==> config.mk <==
export PLATFORM = sky130hd
export DESIGN_NAME = murmur3_32_key_hash
export DESIGN_NICKNAME = d
export VERILOG_FILES = /design/src/rtl/m3kh_pkg.sv /design/src/rtl/murmur3_32_key_hash.sv /design/src/rtl/m3kh_mul.sv /design/src/rtl/m3kh_core.sv
export VERILOG_INCLUDE_DIRS = /design/src /design/src/rtl
export SDC_FILE = /design/constraint.sdc
export NUM_CORES = 1
export LEC_CHECK = 0
export BUFFER_PORTS_ARGS = -buffer_cell sky130_fd_sc_hd__buf_2
export CORE_MARGIN = 2
export CORE_UTILIZATION = 45
export DETAILED_ROUTE_END_ITERATION = 12
export GPL_TIMING_DRIVEN = 1
export MAX_ROUTING_LAYER = met4
export SYNTH_ARGS = -nofsm -noshare
export SYNTH_HDL_FRONTEND = slang
export SYNTH_SLANG_ARGS = --single-unit
==> constraint.sdc <==
create_clock -name aclk -period 6.59 [get_ports aclk]
set_clock_uncertainty 0.1 [all_clocks]
set_input_delay 0.3295 -clock aclk [delete_from_list [all_inputs] [get_ports aclk]]
set_output_delay 0.3295 -clock aclk [all_outputs]
set_load 0.01 [all_outputs]
==> src/rtl/murmur3_32_key_hash_defines.svh <==
// Assertion macros shared by the murmur3_32_key_hash RTL.
// Included by files that carry concurrent checks; depends on nothing.
`ifndef MURMUR3_32_KEY_HASH_DEFINES_SVH
`define MURMUR3_32_KEY_HASH_DEFINES_SVH

// Generic clocked check, disabled while the active-low reset is asserted.
`define M3KH_ASSERT_CLK(label, clk, rstn, prop, msg) \
    label: assert property (@(posedge clk) disable iff (!rstn) prop) else $error(msg);

// House form: every module in this block runs on aclk / aresetn.
`define M3KH_ASSERT(label, prop, msg) \
    `M3KH_ASSERT_CLK(label, aclk, aresetn, prop, msg)

`endif

==> src/rtl/m3kh_pkg.sv <==
// Package for murmur3_32_key_hash: constants, state type and interface structs.
// Used by m3kh_mul, m3kh_core and murmur3_32_key_hash; depends on nothing.
`timescale 1ns / 1ps
`default_nettype none

package m3kh_pkg;

    localparam int          WORD_W          = 32;
    localparam int          KEY_WORDS_W     = 5;
    localparam int          DIGIT_W         = 8;
    localparam int          MAX_KEY_WORDS   = 16;

    localparam logic [31:0] SEED_RESET      = 32'd23;
    localparam logic [4:0]  KEY_WORDS_RESET = 5'd5;

    localparam logic [31:0] C1       = 32'hcc9e2d51;
    localparam logic [31:0] C2       = 32'h1b873593;
    localparam logic [31:0] C_ADD    = 32'he6546b64;
    localparam logic [31:0] FMIX_C1  = 32'h85ebca6b;
    localparam logic [31:0] FMIX_C2  = 32'hc2b2ae35;
    localparam int          ROT_K    = 15;
    localparam int          ROT_H    = 13;
    localparam int          FMIX_SH1 = 16;
    localparam int          FMIX_SH2 = 13;

    // register map: index is paddr[2]
    localparam logic REG_SEED      = 1'b0;
    localparam logic REG_KEY_WORDS = 1'b1;

    typedef enum logic [2:0] {
        M3_IDLE,
        M3_MUL1,
        M3_MUL2,
        M3_FIN1,
        M3_FIN2,
        M3_OUT
    } m3_state_t;

    typedef struct packed {
        logic        start;
        logic [31:0] mcand;
        logic [31:0] mplier;
    } mul_req_t;

    typedef struct packed {
        logic        busy;
        logic        done;
        logic [31:0] product;
    } mul_rsp_t;

    typedef struct packed {
        logic in_ready;
        logic res_valid;
    } core_stat_t;

    function automatic logic [31:0] rotl32(input logic [31:0] v, input int s);
        rotl32 = (v << s) | (v >> (WORD_W - s));
    endfunction

endpackage

`default_nettype wire

==> src/rtl/murmur3_32_key_hash.sv <==
// Top level of murmur3_32_key_hash: APB registers, input word channel, hash output register.
// Instantiates m3kh_core and m3kh_mul; depends on m3kh_pkg and the defines header.
//
//  channel  | dir | handshake          | payload
//  ---------+-----+--------------------+-------------------------------
//  s_       | in  | s_valid / s_ready  | s_key_word[31:0]
//  m_       | out | m_valid / m_ready  | m_hash_value[31:0]
//  apb      | in  | psel/penable/pready| paddr[2:0] pwdata/prdata[31:0]
//
// Each key word takes two products on the one shared multiplier (four 8-bit digit passes
// and a done strobe per product); s_ready returns after a non-final word's products. The final
// word adds two finalization products, then the result loads the output register and m_valid
// rises once the output register is free. s_ready is low meanwhile.
// Reset (aresetn low, synchronous) loads seed = 23, key_words = 5, empty output.
// A stalled m_ready holds a second result in the sequencer; no new word is taken while one waits.
`timescale 1ns / 1ps
`default_nettype none
`include "murmur3_32_key_hash_defines.svh"

module murmur3_32_key_hash #(
    parameter int MAX_KEY_WORDS = m3kh_pkg::MAX_KEY_WORDS
) (
    input  wire logic        aclk,
    input  wire logic        aresetn,
    input  wire logic        psel,
    input  wire logic        penable,
    input  wire logic        pwrite,
    input  wire logic [2:0]  paddr,
    input  wire logic [31:0] pwdata,
    output logic [31:0]      prdata,
    output logic             pready,
    input  wire logic        s_valid,
    output logic             s_ready,
    input  wire logic [31:0] s_key_word,
    output logic             m_valid,
    input  wire logic        m_ready,
    output logic [31:0]      m_hash_value
);

    logic [31:0]                      seed_reg, seed_next;
    logic [m3kh_pkg::KEY_WORDS_W-1:0] kw_reg, kw_next;
    logic                             m_valid_reg, m_valid_next;
    logic [31:0]                      m_hash_reg, m_hash_next;
    logic                             wr_en, out_free;
    logic [31:0]                      res_hash;
    m3kh_pkg::core_stat_t             stat;
    m3kh_pkg::mul_req_t               mul_req;
    m3kh_pkg::mul_rsp_t               mul_rsp;

    assign pready = 1'b1;
    assign wr_en  = psel & penable & pwrite & pready;

    always_comb begin
        seed_next = seed_reg;
        kw_next   = kw_reg;
        if (wr_en) begin
            unique case (paddr[2])
                m3kh_pkg::REG_SEED:      seed_next = pwdata;
                m3kh_pkg::REG_KEY_WORDS: kw_next   = pwdata[m3kh_pkg::KEY_WORDS_W-1:0];
                default:                 seed_next = seed_reg;
            endcase
        end
    end

    always_comb begin
        unique case (paddr[2])
            m3kh_pkg::REG_SEED:      prdata = seed_reg;
            m3kh_pkg::REG_KEY_WORDS: prdata = 32'(kw_reg);
            default:                 prdata = '0;
        endcase
    end

    assign out_free = !m_valid_reg || m_ready;

    always_comb begin
        m_valid_next = m_valid_reg;
        m_hash_next  = m_hash_reg;
        priority if (stat.res_valid) begin
            m_valid_next = 1'b1;
            m_hash_next  = res_hash;
        end else if (m_ready) begin
            m_valid_next = 1'b0;
        end
    end

    always_ff @(posedge aclk) begin
        if (!aresetn) begin
            seed_reg    <= m3kh_pkg::SEED_RESET;
            kw_reg      <= m3kh_pkg::KEY_WORDS_RESET;
            m_valid_reg <= 1'b0;
        end else begin
            seed_reg    <= seed_next;
            kw_reg      <= kw_next;
            m_valid_reg <= m_valid_next;
        end
    end

    always_ff @(posedge aclk) begin
        m_hash_reg <= m_hash_next;
    end

    assign s_ready      = stat.in_ready;
    assign m_valid      = m_valid_reg;
    assign m_hash_value = m_hash_reg;

    m3kh_core #(
        .MAX_KEY_WORDS(MAX_KEY_WORDS)
    ) u_core (
        .aclk      (aclk),
        .aresetn   (aresetn),
        .in_valid  (s_valid),
        .in_word   (s_key_word),
        .seed      (seed_reg),
        .key_words (kw_reg),
        .out_free  (out_free),
        .stat      (stat),
        .res_hash  (res_hash),
        .mul_req   (mul_req),
        .mul_rsp   (mul_rsp)
    );

    m3kh_mul u_mul (
        .aclk    (aclk),
        .aresetn (aresetn),
        .req     (mul_req),
        .rsp     (mul_rsp)
    );

    `M3KH_ASSERT(a_top_accept_no_push, (s_valid && s_ready) |-> !stat.res_valid, "word accepted while a result is pushed")

endmodule

`default_nettype wire

==> src/rtl/m3kh_mul.sv <==
// Digit-serial 32x32 multiplier, low 32 bits of the product, one digit a cycle.
// Depends on m3kh_pkg and murmur3_32_key_hash_defines.svh.
`timescale 1ns / 1ps
`default_nettype none
`include "murmur3_32_key_hash_defines.svh"

module m3kh_mul (
    input  wire logic              aclk,
    input  wire logic              aresetn,
    input  wire m3kh_pkg::mul_req_t req,
    output m3kh_pkg::mul_rsp_t      rsp
);

    localparam int DIGITS = m3kh_pkg::WORD_W / m3kh_pkg::DIGIT_W;
    localparam int CNT_W  = (DIGITS > 1) ? $clog2(DIGITS) : 1;
    localparam logic [CNT_W-1:0] LAST = CNT_W'(DIGITS - 1);

    logic [31:0]      acc_reg, acc_next;
    logic [31:0]      mc_reg, mc_next;
    logic [31:0]      mp_reg, mp_next;
    logic [CNT_W-1:0] cnt_reg, cnt_next;
    logic             busy_reg, busy_next;
    logic             done_reg, done_next;
    logic [31+m3kh_pkg::DIGIT_W:0] partial;

    assign partial = mc_reg * mp_reg[m3kh_pkg::DIGIT_W-1:0];

    always_comb begin
        acc_next  = acc_reg;
        mc_next   = mc_reg;
        mp_next   = mp_reg;
        cnt_next  = cnt_reg;
        busy_next = busy_reg;
        done_next = 1'b0;
        priority if (req.start) begin
            acc_next  = '0;
            mc_next   = req.mcand;
            mp_next   = req.mplier;
            cnt_next  = '0;
            busy_next = 1'b1;
        end else if (busy_reg) begin
            // multiplicand moves up one digit as the multiplier moves down
            acc_next = acc_reg + partial[31:0];
            mc_next  = mc_reg << m3kh_pkg::DIGIT_W;
            mp_next  = mp_reg >> m3kh_pkg::DIGIT_W;
            cnt_next = cnt_reg + 1'b1;
            if (cnt_reg == LAST) begin
                busy_next = 1'b0;
                done_next = 1'b1;
            end
        end
    end

    always_ff @(posedge aclk) begin
        if (!aresetn) begin
            busy_reg <= 1'b0;
            done_reg <= 1'b0;
            cnt_reg  <= '0;
        end else begin
            busy_reg <= busy_next;
            done_reg <= done_next;
            cnt_reg  <= cnt_next;
        end
    end

    always_ff @(posedge aclk) begin
        acc_reg <= acc_next;
        mc_reg  <= mc_next;
        mp_reg  <= mp_next;
    end

    assign rsp.busy    = busy_reg;
    assign rsp.done    = done_reg;
    assign rsp.product = acc_reg;

    `M3KH_ASSERT(a_mul_start_idle, req.start |-> !busy_reg, "multiplier restarted while busy")

endmodule

`default_nettype wire

==> src/rtl/m3kh_core.sv <==
// Sequencer for the MurmurHash3 word mix and fmix32 finalization.
// Drives the shared multiplier; depends on m3kh_pkg and the defines header.
`timescale 1ns / 1ps
`default_nettype none
`include "murmur3_32_key_hash_defines.svh"

module m3kh_core #(
    parameter int MAX_KEY_WORDS = m3kh_pkg::MAX_KEY_WORDS
) (
    input  wire logic                               aclk,
    input  wire logic                               aresetn,
    input  wire logic                               in_valid,
    input  wire logic [31:0]                        in_word,
    input  wire logic [31:0]                        seed,
    input  wire logic [m3kh_pkg::KEY_WORDS_W-1:0]   key_words,
    input  wire logic                               out_free,
    output m3kh_pkg::core_stat_t                     stat,
    output logic [31:0]                             res_hash,
    output m3kh_pkg::mul_req_t                       mul_req,
    input  wire m3kh_pkg::mul_rsp_t                  mul_rsp
);

    localparam int NW = $clog2(MAX_KEY_WORDS + 1);
    localparam int CW = (NW > m3kh_pkg::KEY_WORDS_W) ? NW : m3kh_pkg::KEY_WORDS_W;
    localparam logic [CW-1:0] N_MAX = CW'(MAX_KEY_WORDS);

    m3kh_pkg::m3_state_t state_reg, state_next;
    logic [31:0]   h_reg, h_next;
    logic [31:0]   run_reg, run_next;
    logic [CW-1:0] wt_reg, wt_next;

    logic [CW-1:0] kw_ext, n_eff, wt_inc;
    logic [31:0]   prod, x, r, hmix, hlen, fin_a;

    // clamp length to 1..MAX_KEY_WORDS
    always_comb begin
        kw_ext = CW'(key_words);
        priority if (kw_ext == '0) begin
            n_eff = CW'(1);
        end else if (kw_ext > N_MAX) begin
            n_eff = N_MAX;
        end else begin
            n_eff = kw_ext;
        end
    end

    assign prod   = mul_rsp.product;
    assign wt_inc = wt_reg + 1'b1;
    assign x      = h_reg ^ prod;
    assign r      = m3kh_pkg::rotl32(x, m3kh_pkg::ROT_H);
    assign hmix   = (r << 2) + r + m3kh_pkg::C_ADD;
    assign hlen   = hmix ^ 32'({n_eff, 2'b00});
    assign fin_a  = hlen ^ (hlen >> m3kh_pkg::FMIX_SH1);
    assign res_hash = prod ^ (prod >> m3kh_pkg::FMIX_SH1);

    always_comb begin
        state_next     = state_reg;
        h_next         = h_reg;
        run_next       = run_reg;
        wt_next        = wt_reg;
        mul_req.start  = 1'b0;
        mul_req.mcand  = '0;
        mul_req.mplier = '0;
        stat.in_ready  = (state_reg == m3kh_pkg::M3_IDLE);
        stat.res_valid = 1'b0;
        unique case (state_reg)
            m3kh_pkg::M3_IDLE: begin
                if (in_valid) begin
                    // first word of a key starts from the current seed
                    h_next         = (wt_reg == '0) ? seed : run_reg;
                    mul_req.start  = 1'b1;
                    mul_req.mcand  = in_word;
                    mul_req.mplier = m3kh_pkg::C1;
                    state_next     = m3kh_pkg::M3_MUL1;
                end
            end
            m3kh_pkg::M3_MUL1: begin
                if (mul_rsp.done) begin
                    mul_req.start  = 1'b1;
                    mul_req.mcand  = m3kh_pkg::rotl32(prod, m3kh_pkg::ROT_K);
                    mul_req.mplier = m3kh_pkg::C2;
                    state_next     = m3kh_pkg::M3_MUL2;
                end
            end
            m3kh_pkg::M3_MUL2: begin
                if (mul_rsp.done) begin
                    if (wt_inc < n_eff) begin
                        run_next   = hmix;
                        wt_next    = wt_inc;
                        state_next = m3kh_pkg::M3_IDLE;
                    end else begin
                        wt_next        = '0;
                        mul_req.start  = 1'b1;
                        mul_req.mcand  = fin_a;
                        mul_req.mplier = m3kh_pkg::FMIX_C1;
                        state_next     = m3kh_pkg::M3_FIN1;
                    end
                end
            end
            m3kh_pkg::M3_FIN1: begin
                if (mul_rsp.done) begin
                    mul_req.start  = 1'b1;
                    mul_req.mcand  = prod ^ (prod >> m3kh_pkg::FMIX_SH2);
                    mul_req.mplier = m3kh_pkg::FMIX_C2;
                    state_next     = m3kh_pkg::M3_FIN2;
                end
            end
            m3kh_pkg::M3_FIN2: begin
                if (mul_rsp.done) begin
                    state_next = m3kh_pkg::M3_OUT;
                end
            end
            m3kh_pkg::M3_OUT: begin
                // product register holds until the next start
                if (out_free) begin
                    stat.res_valid = 1'b1;
                    state_next     = m3kh_pkg::M3_IDLE;
                end
            end
            default: begin
                state_next = m3kh_pkg::M3_IDLE;
            end
        endcase
    end

    always_ff @(posedge aclk) begin
        if (!aresetn) begin
            state_reg <= m3kh_pkg::M3_IDLE;
            wt_reg    <= '0;
        end else begin
            state_reg <= state_next;
            wt_reg    <= wt_next;
        end
    end

    always_ff @(posedge aclk) begin
        h_reg   <= h_next;
        run_reg <= run_next;
    end

    `M3KH_ASSERT(a_core_idle_mul, (state_reg == m3kh_pkg::M3_IDLE) |-> !mul_rsp.busy, "multiplier busy while sequencer idle")
    `M3KH_ASSERT(a_core_push_free, stat.res_valid |-> out_free, "result pushed into a full output register")

endmodule

`default_nettype wire

; ---- After elaboration in Yosys (flattened, before gate mapping)
; Index checks and enable logic that the tools add are counted.
[word_totals]
ff_bits = 242
in_bits = 74
out_inout_bits = 67
elab_cells = 92
[op_classes]
addsub = 5
mul = 1
order_cmp = 2
eq_ne = 12
mux = 31
n_bitwise = 12
reduce_logical = 15
[op_table]
columns = operator, n
row1 = two-way mux 65 bit, 5
row2 = case mux 65 bit (4 select lines), 1
row3 = two-way mux 32 bit, 5
row4 = adder 32 bit, 2
row5 = case mux 32 bit (2 select lines), 1
row6 = XOR 32 x 16 -> 32 bit, 2
row7 = "adder 32 bit, second input constant", 1
row8 = multiplier 32 x 8 -> 32 bit, 1
row9 = OR 32 x 13 -> 32 bit, 1
row10 = OR 32 x 15 -> 32 bit, 1
row11 = XOR 32 x 19 -> 32 bit, 1
row12 = XOR 32 bit, 1
row13 = XOR 32 x 7 -> 32 bit, 1
row14 = two-way mux 3 bit, 6
row15 = case mux 3 bit (6 select lines), 1
row16 = two-way mux 5 bit, 3
row17 = zero test 5 bit, 2
row18 = two-way mux 1 bit, 8
row19 = "!= test 2 x 1 -> 1 bit, second input constant", 4
row20 = AND reduction 2 bit, 4
row21 = "== test 3 x 2 -> 1 bit, second input constant", 2
row22 = "== test 3 bit, second input constant", 2
row23 = AND reduction 6 bit, 1
row24 = "adder 5 x 1 -> 5 bit, second input constant", 1
row25 = 16 further kinds, 21

; ---- Longest topological paths before layout
; Gate-level depths: netlist (run 1).
[logic_depth]
depth_word = 10
mapped_depth = 22
mapped_depth_nobuf = 21

; ---- Hierarchy
; From an unflattened synthesis (run 1), not the netlist that was laid out.
[unflattened]
hier_cells = 2135
area_unflattened_um2 = 21249.1
[modules_own_cells]
columns = module, instances, cells_per_inst, area_each_um2, seq_area_each_um2
row1 = m3kh_mul, 1, 1141, 11429.7, 2642.5
row2 = m3kh_core, 1, 761, 7054.3, 2082.0
row3 = murmur3_32_key_hash, 1, 233, 2765.2, 1721.7

; ---- Least setup slack after synthesis (run 1)
; Ideal clock, no wire load.
[synth_timing]
kind = reg2reg
startpoint = register u_mul.mp_reg[2]
endpoint = register u_mul.acc_reg[30]
setup_ns = 0.128
arrival_ns = 4.910
path_slack_ns = 1.452
path_stages_with_launch = 21
n_path_buf = 2
synth_period_minus_slack_ns = 5.138
cell_sequence = edfxtp_1 clkbuf_1 clkbuf_1 and2_1 fa_1 fa_1 fa_1 inv_1 fa_1 inv_1 ha_1 and4_1 a31oi_1 o21ai_0 o41ai_1 a21oi_1 a41oi_1 o21ai_0 xor2_1 mux2i_1 nor2_1
[synth_between]
elab_chain_len = 2
[synth_lines]
columns = element, line
row1 = "start, declared", m3kh_mul.sv:20  ; logic [31:0] mp_reg, mp_next;
row2 = "start signal, assigned", m3kh_mul.sv:69  ; mp_reg <= mp_next;
row3 = multiplier 32 x 8 -> 32 bit, m3kh_mul.sv:26  ; assign partial = mc_reg * mp_reg[m3kh_pkg::DIGIT_W-1:0];
row4 = adder 32 bit, m3kh_mul.sv:43  ; acc_next = acc_reg + partial[31:0];
row5 = "end signal, assigned", m3kh_mul.sv:67  ; acc_reg <= acc_next;
row6 = "end, declared", m3kh_mul.sv:18  ; logic [31:0] acc_reg, acc_next;
; Every way passes these cells.
; A chain may end at the register's enable or synchronous reset.

; ---- Worst setup path after layout (run 1)
[layout_timing]
startpoint = register u_mul.mp_reg[0]
endpoint = register u_mul.acc_reg[30]
; Same word-level chain as after synthesis.

==> results of run 1 <==
## layer usage
layer  vias up  global-route usage  share of wire
met2       579              0.4099           0.44
met1      7778              0.3652           0.44
met3       142             0.03746          0.069
met5         -                   -              0
met4         0              0.1146          0.051
li1       7179                   -              -
## per-stage QoR
| step | setup slack [ns] | cells | hold WS [ns] | area [µm²] | util |
|---|---|---|---|---|---|
| floorplan | 1.452 | 2112 | 0.3064 | 20400 | - |
| global placement | 0.5673 | 2790 | 0.3697 | 21820 | 0.4839 |
| detailed placement | 0.4815 | 2790 | 0.3768 | 21820 | 0.4839 |
| CTS | 0.4714 | 2885 | 0.005475 | 23230 | 0.5152 |
| global route | 0.07953 | 2886 | 0.04057 | 23230 | 0.5153 |
| finish | 0.4847 | 2886 | 0.03395 | 23230 | 0.5153 |
## layout by cell type, fill, tap and decap left out, types with 8 or more instances in the layout
master	synthesis	final
a211oi_1	20	20
a21boi_0	34	34
a21o_1	40	40
a21oi_1	57	57
a221oi_1	15	15
a31oi_1	8	8
and2_1	149	149
buf_2	5	137
buf_4	2	52
clkbuf_1	101	8
clkbuf_16	0	31
dfxtp_1	82	80
dlygate4sd3_1	0	39
edfxtp_1	159	159
fa_1	187	187
ha_1	105	105
inv_1	318	317
mux2_2	38	38
mux2i_1	39	39
nand2_1	229	229
nand2b_1	11	11
nand3_1	27	27
nor2_1	100	97
nor2b_1	40	40
nor3_1	18	18
o21ai_0	56	56
xnor2_1	90	90
xor2_1	62	62
## kinds of logic (layout without fill, tap and decap cells)
| kind of cell | count (synthesis) | after routing | synth area share |
|---|---|---|---|
| mux | 77 | 77 | 0.04011 |
| xor+xnor | 152 | 152 | 0.06525 |
| simple gates | 608 | 608 | 0.1454 |
| buf+inv | 431 | 604 | 0.07997 |
| fa+ha+maj | 292 | 292 | 0.2479 |
| flops | 241 | 241 | 0.3145 |
| compound gates | 310 | 310 | 0.1067 |
| other cells | 1 | 2 | 0.0001838 |
## repair_timing
item / CTS / global route
hold endpoints to repair: 44 / 0
hold buffers: 39 / 0
endpoints found under the setup margin: 0 / 0
## final timing paths
check / cells past startpoint / end / slack (ns)
max reg2reg: 20 / u_mul.acc_reg[30]$_SDFFE_PP0P_ / 0.48
min: 3 / u_mul.mc_reg[13]$_DFFE_PP_ / 0.03
max: 20 / u_mul.acc_reg[30]$_SDFFE_PP0P_ / 0.48
min reg2reg: 2 / seed_reg[6]$_SDFFE_PN0P_ / 0.38
## critical path: stages (launching register included)
cell,delay [ns]
edfxtp_1,0.70
buf_4,0.39
nand2_1,0.13
fa_1,0.52
inv_1,0.05
fa_1,0.48
fa_1,0.54
inv_1,0.05
fa_1,0.47
inv_1,0.04
ha_1,0.37
nand4_1,0.18
nor3_1,0.21
o41ai_1,0.12
buf_4,0.15
a21oi_1,0.48
a41oi_1,0.35
o21ai_0,0.34
xor2_1,0.18
mux2i_1,0.09
nor2_1,0.10
## area by class of cell
class                           count  area (µm²)  share of cell area
Antenna cell                        1       2.502           0.0001077
Clock buffer                       46       889.6             0.03829
Clock inverter                     10       130.1            0.005601
Inverter                          320        1201             0.05170
Multi-Input combinational cell   1440       12370              0.5326
Sequential cell                   241        6419              0.2763
Tap cell                          600       750.7             0.03231
Timing Repair Buffer              228        1466             0.06312
==> impl_metrics.json, run 1 <==
{
  "die-area_um2": 47060,
  "startpoint": "u_mul.mp_reg[0]$_SDFFCE_PP1P_",
  "hold_violations": 0,
  "period_minus_slack_ns": 6.105,
  "cts.reportedPaths.clkPinSlew_ns": 0.06,
  "ioPinCount": 141,
  "cts_made_buffers": 30,
  "grt_max_degree": 66,
  "yosysUniqueCellTypes": 75,
  "async_flop_share": 0,
  "track_usage": 0.2705,
  "critPathKind": "reg -> reg",
  "maxCapViolations": 0,
  "outcome": "complete, no violations",
  "gr-total-overflow": 0,
  "synth_top_area_frac": 0.2340,
  "drive_gt1_frac": 0.1339,
  "routed_wl_um": 61560,
  "setup_viol": 0,
  "maxSlewHeadroom": 0.1584,
  "worst_pin_slew_ns": 1.261,
  "dpl.hpwl_um": 46690,
  "postSynthCellCount": 2112,
  "endpoint_kind": "register",
  "cts_setup_buffers": 0,
  "synth_fp_nets": 2478,
  "rows": 78,
  "crit_fanout": 19,
  "synth_edf_count": 159,
  "drv_slew": 0,
  "synth_area_leaders": "edfxtp_1 23%, fa_1 18%, dfxtp_1 8.0%, ha_1 6.4%, inv_1 5.9%",
  "gp_congestion": 0.9175,
  "antenna_found_initial": 2,
  "dr.first_iter.drc_count": 1270,
  "fmax_mhz": 163.8,
  "hp-class": "in -> reg",
  "syn_area_um2": 20400,
  "yosysMostFrequentCell": "inv_1",
  "seq_area_frac_synth": 0.3145,
  "worstReg2RegStart": "u_mul.mp_reg[0]$_SDFFCE_PP1P_",
  "cts-root-buf": "clkbuf_16",
  "drc": 0,
  "grt_first_pass_wirelength_um": 93370,
  "fillers": 4135,
  "cts_tree": "built",
  "portBuffers": 137,
  "cp.arrival_ns": 6.52,
  "avgViaCountPerCell": 5.432,
  "synth_top_cells_by_count": "318 x inv_1, 229 x nand2_1, 187 x fa_1, 159 x edfxtp_1, 149 x and2_1",
  "area_growth_pct": 13.87,
  "cts_buffer_depth": 3,
  "htreeDepth": 1,
  "cp.required_ns": 7.01,
  "final_nets": 2627,
  "synth_top_cell_by_area": "edfxtp_1",
  "hold_start": "s_key_word[13]",
  "start_kind": "register",
  "vias": 15680,
  "postCtsResizedCells": 0,
  "die_w_um": 216.9,
  "core_region_area_um2": 45090,
  "rsz0062_at_grt": "no",
  "grt_pass1_vias": 15520,
  "initial_core_util": 0.4525,
  "yosys_warnings": 0,
  "fp.dieH_um": 216.9,
  "tns_ns": 0,
  "fin_crit_sh": 0.9265,
  "ant_nets": 0,
  "avgRoutedWirePerCell_um": 21.33,
  "dr.pass1.iters": 5,
  "clock_sinks": 241,
  "syn_area_per_cell_um2": 9.660,
  "clk_latency_ns": 0.59,
  "synth-seq-cells": 241,
  "synth_ff_type": "edfxtp_1"
}
Power of run 1 is left out: the tool's default activity adds up to more than one toggle a clock period on the data nets, which glitch-free logic cannot reach.
==> run 2, diff against run 1 <==
--- a/config.mk
+++ b/config.mk
@@ -6,6 +6,7 @@
 export SDC_FILE = /design/constraint.sdc
 export NUM_CORES = 1
 export LEC_CHECK = 0
+export ABC_AREA = 1
 export BUFFER_PORTS_ARGS = -buffer_cell sky130_fd_sc_hd__buf_2
 export CORE_MARGIN = 2
 export CORE_UTILIZATION = 45
@@ -14,4 +15,5 @@
 export MAX_ROUTING_LAYER = met4
 export SYNTH_ARGS = -nofsm -noshare
 export SYNTH_HDL_FRONTEND = slang
+export SYNTH_HIERARCHICAL = 1
 export SYNTH_SLANG_ARGS = --single-unit
==> run 2 against run 1 <==
Against the previous run:
- synthesized area rose by 12%
- cell count rose by 34%
- largest cell class unchanged
- sequential cell count rose by 1
- highest routed layer unchanged
==> impl_metrics.json, run 2 <==
{
  "routed_wl_um": 73980,
  "worst_pin_slew_ns": 1.283,
  "postSynthCellCount": 3088,
  "rows": 82,
  "endpoint_kind": "register",
  "period_minus_slack_ns": 5.504,
  "htreeDepth": 1,
  "maxCapViolations": 0,
  "final_nets": 3530,
  "cts_tree": "built",
  "ant_nets": 0,
  "hp-class": "in -> reg",
  "hold_violations": 0,
  "die-area_um2": 52810,
  "dr.pass1.iters": 6,
  "gr-total-overflow": 0,
  "yosys_warnings": 6,
  "maxSlewHeadroom": 0.1445,
  "final_common_cell": "nand2_1",
  "clk_latency_ns": 0.61,
  "fin_crit_sh": 0.8352,
  "dr.first_iter.drc_count": 1793,
  "grt_first_pass_wirelength_um": 113600,
  "syn_area_um2": 22950,
  "synth_fp_nets": 3452,
  "final_cell_mix": "912 x nand2_1, 731 x inv_1, 198 x nor2_1, 187 x fa_1, 166 x nand3_1",
  "setup_viol": 0,
  "cts.reportedPaths.clkPinSlew_ns": 0.06,
  "fin_hold_ws_ns": 0.08389,
  "cts_made_buffers": 30,
  "track_usage": 0.2892,
  "rsz0062_at_grt": "no",
  "dpl.hpwl_um": 57460,
  "worstPathCellList": "buf_4, nand2_1, fa_1, inv_1, fa_1, fa_1, inv_1, fa_1, inv_1, ha_1, nand2_1, inv_2, a21oi_1, nand3_1, nand3_1, nand3_1, nand2_1, nand3_1, nand2_1, inv_1",
  "critPathKind": "reg -> reg",
  "cts-root-buf": "clkbuf_16",
  "drc": 0,
  "core_region_area_um2": 50270,
  "clock_sinks": 242,
  "antenna_found_initial": 1,
  "syn_area_per_cell_um2": 7.431,
  "gp_congestion": 0.9578,
  "avgRoutedWirePerCell_um": 19.15,
  "grt_pass1_vias": 19850,
  "fmax_mhz": 181.7,
  "grt_max_degree": 65,
  "drv_slew": 0,
  "die_w_um": 229.8,
  "crit_fanout": 19,
  "start_kind": "register",
  "cp_slowest_cell": "edfxtp_1",
  "cts_buffer_depth": 3,
  "portBuffers": 137,
  "fp.dieH_um": 229.8,
  "avgViaCountPerCell": 5.069,
  "slowest_delay_ns": 0.77,
  "vias": 19590,
  "area_growth_pct": 10.08,
  "cp.arrival_ns": 5.92,
  "outcome": "complete, no violations",
  "initial_core_util": 0.4564,
  "tns_ns": 0,
  "drive_gt1_frac": 0.09248,
  "cp.required_ns": 7.00,
  "ioPinCount": 141
}
-- run 2: stage by stage --
| step | instances | utilization | area, µm² | setup slack [ns] |
|---|---|---|---|---|
| after floorplan | 3088 | - | 22950 | 2.039 |
| after CTS | 3862 | 0.5023 | 25250 | 1.094 |
| after global routing | 3863 | 0.5024 | 25260 | 0.8545 |
| after detailed placement | 3772 | 0.4755 | 23900 | 1.105 |
| after global placement | 3772 | 0.4755 | 23900 | 1.148 |
| final | 3864 | 0.5024 | 25260 | 1.086 |
-- run 2: worst paths after layout --
| path | start | endpoint | slack, ns | cells after the start |
|---|---|---|---|---|
| worst max-delay path | u_mul/mp_reg[0]$_DFFE_PP_ | u_mul/acc_reg[29]$_SDFFE_PP0P_ | 1.09 | 20 |
| worst min-delay path | s_key_word[26] | u_mul/mc_reg[26]$_DFFE_PP_ | 0.08 | 5 |
| worst max register to register | u_mul/mp_reg[0]$_DFFE_PP_ | u_mul/acc_reg[29]$_SDFFE_PP0P_ | 1.09 | 20 |
| worst min register to register | u_mul/cnt_reg[1]$_SDFFE_PP0P_ | u_mul/cnt_reg[1]$_SDFFE_PP0P_ | 0.38 | 2 |
-- run 2: area by class of cell --
cell class,instances,area [µm²]
multi-input combinational,1947,12900
clock buffer,45,897.1
clock inverter,11,112.6
fill,5017,25020
timing repair buffer,203,1266
antenna,2,5.005
inverter,742,2785
tap,672,840.8
sequential,242,6446
-- run 2: per-layer routing --
metal / wire, µm / track usage / vias to the layer above / part of all wire
li1: - / - / 9367 / -
met1: 31330 / 0.3678 / 9328 / 0.42
met2: 35040 / 0.4798 / 742 / 0.47
met3: 4722 / 0.02939 / 150 / 0.064
met4: 2890 / 0.1056 / 0 / 0.039
met5: 0 / - / - / 0
-- run 2: critical path, delay by kind of cell, from the launching register on --
family                   cells  cell delay (ns)
AO/OA/AOI/OAI                1             0.32
AND/OR/NAND/NOR              8             1.16
adder cells (fa/ha/maj)      5             2.41
flip-flops                   1             0.77
buffers and inverters        6             0.65
-- run 2: repair_timing --
item                                   CTS  global route
endpoints found under the hold margin   39             0
hold buffers                            34             0
gates resized for setup                  0             0
buffers inserted                         0             0
Power of run 2 is left out for the same reason.
